### src/rtl/core/sbs_pkg.sv
// ----------------------------------------------------------------------------
// sbs_pkg
// shared widths, codes and types of the sorted table binary search block
// ----------------------------------------------------------------------------
package sbs_pkg;

    // table geometry
    localparam int TABLE_DEPTH = 1024;
    localparam int IDX_W       = $clog2(TABLE_DEPTH);
    localparam int CNT_W       = $clog2(TABLE_DEPTH + 1);

    // item field widths
    localparam int ENTRY_W     = 10;
    localparam int VALUE_W     = 32;
    localparam int POS_W       = 10;
    localparam int S_TDATA_W   = 48;
    localparam int M_TDATA_W   = 16;

    // configuration port
    localparam int CFG_W       = 11;
    localparam int APB_ADDR_W  = 3;
    localparam int APB_DATA_W  = 32;
    localparam logic [APB_ADDR_W-1:0] ADDR_ENTRIES_IN_USE = 3'd0;

    // operation codes carried in tuser
    localparam logic FUNC_WRITE  = 1'b0;
    localparam logic FUNC_SEARCH = 1'b1;

    typedef enum logic [1:0] {
        ST_IDLE,
        ST_CHECK,
        ST_CMP,
        ST_DONE
    } t_state;

    typedef struct packed {
        logic wr_entry;
        logic load_search;
        logic probe;
        logic update;
        logic load_out;
    } t_cmd;

    typedef struct packed {
        logic range_empty;
        logic key_eq;
        logic out_free;
    } t_status;

endpackage

### src/rtl/core/sbs_ctrl.sv
// ----------------------------------------------------------------------------
// sbs_ctrl
// search sequencer: accepts items and steps the probe loop
// ----------------------------------------------------------------------------
module sbs_ctrl (
    input  logic            i_clk,
    input  logic            i_rst_n,
    input  logic            i_s_tvalid,
    input  logic            i_func,
    input  sbs_pkg::t_status i_status,
    output logic            o_s_tready,
    output sbs_pkg::t_cmd   o_cmd
);
    import sbs_pkg::*;

    t_state r_state;
    t_state n_state;

    always_ff @(posedge i_clk) begin
        if (!i_rst_n) begin
            r_state <= ST_IDLE;
        end else begin
            r_state <= n_state;
        end
    end

    // next state
    always_comb begin
        n_state = r_state;
        unique case (r_state)
            ST_IDLE: begin
                if (i_s_tvalid && (i_func == FUNC_SEARCH)) begin
                    n_state = ST_CHECK;
                end
            end
            ST_CHECK: begin
                n_state = i_status.range_empty ? ST_DONE : ST_CMP;
            end
            ST_CMP: begin
                n_state = i_status.key_eq ? ST_DONE : ST_CHECK;
            end
            ST_DONE: begin
                if (i_status.out_free) begin
                    n_state = ST_IDLE;
                end
            end
            default: n_state = ST_IDLE;
        endcase
    end

    // outputs
    always_comb begin
        o_s_tready = 1'b0;
        o_cmd      = '0;
        unique case (r_state)
            ST_IDLE: begin
                o_s_tready        = 1'b1;
                o_cmd.wr_entry    = i_s_tvalid && (i_func == FUNC_WRITE);
                o_cmd.load_search = i_s_tvalid && (i_func == FUNC_SEARCH);
            end
            ST_CHECK: begin
                o_cmd.probe = !i_status.range_empty;
            end
            ST_CMP: begin
                o_cmd.update = 1'b1;
            end
            ST_DONE: begin
                o_cmd.load_out = i_status.out_free;
            end
            default: begin
                o_s_tready = 1'b0;
            end
        endcase
    end

endmodule

### config.mk
export PLATFORM = sky130hd
export DESIGN_NAME = sbs_ctrl
export DESIGN_NICKNAME = d
export VERILOG_FILES = /design/src/rtl/core/sbs_pkg.sv /design/src/rtl/core/sbs_ctrl.sv
export SDC_FILE = /design/constraint.sdc
export NUM_CORES = 1
export LEC_CHECK = 0
export BUFFER_PORTS_ARGS = -buffer_cell sky130_fd_sc_hd__buf_2
export CAP_MARGIN = 20
export CORE_AREA = 2 2 39 41
export DETAILED_ROUTE_END_ITERATION = 8
export DIE_AREA = 0 0 41 43
export SLEW_MARGIN = 20
export SYNTH_ARGS = -nofsm -noshare
export SYNTH_HDL_FRONTEND = slang
export SYNTH_SLANG_ARGS = --single-unit
### constraint.sdc
create_clock -name i_clk -period 1.16 [get_ports i_clk]
set_clock_uncertainty 0.05 [all_clocks]
set_input_delay 0.116 -clock i_clk [delete_from_list [all_inputs] [get_ports i_clk]]
set_output_delay 0.116 -clock i_clk [all_outputs]
set_load 0.005 [all_outputs]
==> Word level (Yosys, flattened, before mapping) <==
Cells that the tools add are included.
{ "totals": {"reg_bits": 2, "in_bits": 7, "output_inout_bits": 6, "wordCells": 22} }
{ "classes": {"n_eq_ne": 5, "mux": 10, "bitwise_logic": 1, "n_reduce_logical": 5} }
{ "ops": {"columns": ["op", "n"], "rows": [
  ["$mux 2", 4],
  ["$pmux 2 s4", 1],
  ["$mux 1", 5],
  ["$eq 2x2->1 const B", 2],
  ["$ne 2x2->1 const B", 2],
  ["$eq 2x1->1 const B", 1],
  ["$logic_and 1x1->1", 2],
  ["$logic_not 2->1", 1],
  ["$reduce_and 2->1", 1],
  ["$logic_not 1->1", 1],
  ["$not 1->1", 1]
]} }

==> Longest topological paths before layout <==
{ "logic_depth": {"ltp_word": 3, "ltp_mapped": 2, "mapped_depth_nobuf": 2} }

==> Least setup slack after synthesis <==
Ideal clock, no wire load.
{ "synth_timing": {"path_kind": "reg-to-reg", "startpoint": "reg r_state[1]", "endpoint": "reg r_state[0]", "setup_ns": 0.103, "arrival_time_ns": 0.805, "setup_slack_ns": 0.201, "path_stages_with_launch": 3, "cell_sequence": "dfxtp_1 > and3_4 > a2111oi_2"} }
{ "synth_between": {"elab_chain_len": 3} }
{ "synth_lines": {"columns": ["item", "line_no", "source"], "rows": [
  ["start, declared", "sbs_ctrl.sv:16", "t_state r_state;"],
  ["start signal, assigned", "sbs_ctrl.sv:23", "r_state <= n_state;"],
  ["$eq 2x2->1 / $logic_not 2->1 (equally long branches)", "sbs_ctrl.sv:30", "unique case (r_state)"],
  ["$ne 2x2->1 (no source line)", null, null],
  ["$reduce_and 2->1 (no source line)", null, null]
]} }
Several ways; a longest one is shown, not always the timed one.
A chain may end at the register's enable or synchronous reset.

==> flow_summary_export.csv <==
group,metric,value,unit
outcome,status,"finished with violations",
outcome,violations,"negative setup slack",
sta,finalSetupTns,-0.0181,ns
finish,design_area,275,um^2
global_routing,grt_pass1_wl,469,um
detailed_routing,wl_per_cell,9.87,um
sta,hold_viol,0,
global_routing,grt_usage,0.0440,
clock_tree,cts_tree,"done",
finish,syn2layout_area_growth,114,%
finish,drive_gt1_frac,0.828,
yosys,yosys_register_bits,2,
floorplanning,initial_core_util,0.0931,
power_and_ir_drop,peakVddDrop,119,uV
floorplanning,ios,13,
floorplanning,die_w,41,um
yosys,synth_top_area_share,0.311,
global_routing,use_met3,0,
detailed_routing,drc,0,
sta,slew_headroom,0.830,
finish,top_register,"r_state",
global_routing,grt_pass1_vias,157,
sta,fin_crit_sh,1.01,
detailed_routing,drt_iter0_markers,1,
flow_run,maxCapViolations,0,
clock_tree,ctsHtreeMaxLevel,1,
clock_tree,cts_setup_buffers,0,
placed_design,hpwl,297,um
power_and_ir_drop,powerDensity,1190,nW/um^2
detailed_routing,ant_nets,0,
floorplanning,core_region_area,1380,um^2
detailed_routing,vias,167,
critical_path,arrival,1.01,ns
finish,fill_cells,152,
sta,worst_pin_slew,0.254,ns
yosys,syn-cell-area,129,um^2
placed_design,port-buffer-count,12,
global_routing,busiest_layer,"met4",
detailed_routing,drt-total-wl,444,um
sta,hold_ws,0.120,ns
floorplanning,rows,14,
yosys,syn_area_per_cell,9.21,um^2
finish,fin_util,0.199,
clock_tree,cts-root-buf,"clkbuf_4",
clock_tree,cts_buffers,3,
yosys,synth_area_leaders,"dfxtp_1 31%, a2111oi_2 12%, and3_4 8.7%",
finish,n_antenna_cell,0,
sta,final_max_slew_viol_count,0,
placed_design,preCtsSetupSlack,0.106,ns
critical_path,path_max_fanout,7,
sta,fmax,854,MHz
detailed_routing,vias_per_cell,3.71,
critical_path,startpoint_type,"register",
detailed_routing,firstDrtPassIters,2,
critical_path,critical_path_class,"register to primary output",
sta,rsz0062_at_grt,"yes",
sta,finalSetupViolCount,2,
yosys,synth_largest_area_cell,"dfxtp_1",
placed_design,routabilityCongestion,0.488,
power_and_ir_drop,power.leakage,0.125,nW
yosys,syn_inst,14,
clock_tree,clkSinkCount,2,
finish,nets,38,
min_path,holdCritPathClass,"input pin to register",
floorplanning,chipHeight,43,um
sta,setup_slack,-0.0111,ns
clock_tree,cts.path.max_buffers,2,
clock_tree,clk-insertion-delay-late,0.22,ns
critical_path,worst_setup_path_end_kind,"primary output",
sta,layout_min_cycle_time,1.17,ns
yosys,synth.distinct_cells,13,
finish,largest_reg_flops,2,
critical_path,cp.required,0.99,ns
placed_design,dpl_cell_area,209,um^2
finish,reg_top3,"r_state x2",
yosys,ys_warn_count,0,
floorplanning,dieArea,1760,um^2
global_routing,antenna_found_initial,0,
clock_tree,clk_pin_slew_worst_paths,0.03,ns
yosys,yosysSeqAreaShare,0.311,
global_routing,met2_usage,0.0750,
global_routing,grt_max_degree,8,
yosys,syn_nets,21,
global_routing,met1_usage,0.0255,
global_routing,grt_overflow,0,
placed cells by master (no fill, tap or decap):
master	instances
buf_2	11
clkbuf_4	3
and3_4	2
dfxtp_4	2
nor2b_1	1
nor2_4	1
nor3b_4	1
nor4b_2	1
a21bo_2	1
nand3b_1	1
inv_1	1
a21oi_1	1
nand2_1	1
a2111oi_2	1
buf_6	1
cells by family after synthesis:
kind of cell	count (synthesis)	synth area share
AO/OA/AOI/OAI	3	0.233
buffers and inverters	1	0.0291
flip-flops	2	0.311
AND/OR/NAND/NOR	8	0.427
synth_stat cells:
cell type  n
dfxtp_1    2
a2111oi_2  1
a21bo_2    1
a21oi_1    1
and3_1     1
and3_4     1
inv_1      1
nand2_1    1
nand3b_1   1
nor2_1     1
nor2b_1    1
nor3b_1    1
nor4b_1    1
area by class of cell:
class | count | area, um^2 | area share
sequential | 2 | 47.5 | 0.173
tap | 16 | 20.0 | 0.0727
inverter | 1 | 3.75 | 0.0136
clock buffer | 3 | 22.5 | 0.0818
timing repair buffer | 12 | 66.3 | 0.241
multi-input combinational | 11 | 115 | 0.418
through the flow:
stage / std cells / power (mW)
detailed placement: 42 / 0.152
global route: 45 / 0.348
floorplan: 14 / 0.120
global placement: 42 / 0.152
CTS: 45 / 0.329
finish: 45 / 0.327
worst paths after layout:
| check | cells past startpoint | endpoint | from | slack, ns |
|---|---|---|---|---|
| hold / removal | 3 | r_state[1] | i_rst_n | 0.12 |
| hold reg to reg | 2 | r_state[1] | r_state[1] | 0.51 |
| setup / recovery | 2 | o_cmd[4] | r_state[1] | -0.01 |
| setup reg to reg | 2 | r_state[0] | r_state[1] | 0.14 |
metal layers:
layer	wire length [um]	part of all wire
met5	0	0
met3	46	0.10
met2	272	0.61
met4	0	0
met1	124	0.28
critical path, cell delays in order, from the launching register on:
cell and delay, ns:
dfxtp_4 0.37, nor4b_2 0.26, buf_2 0.16
what timing repair did:
action,CTS,global route
endpoints found under the setup margin,3,4
hold buffers,0,0
gates resized for setup,7,4
pin swaps,0,3
power by group:
part           switching, mW  internal [mW]  leakage, nW
sequential            0.0180         0.0777       0.0178
combinational         0.0298         0.0506       0.0930
clock                 0.0374          0.114       0.0138
No activity file was read; power rests on OpenSTA's default activity.
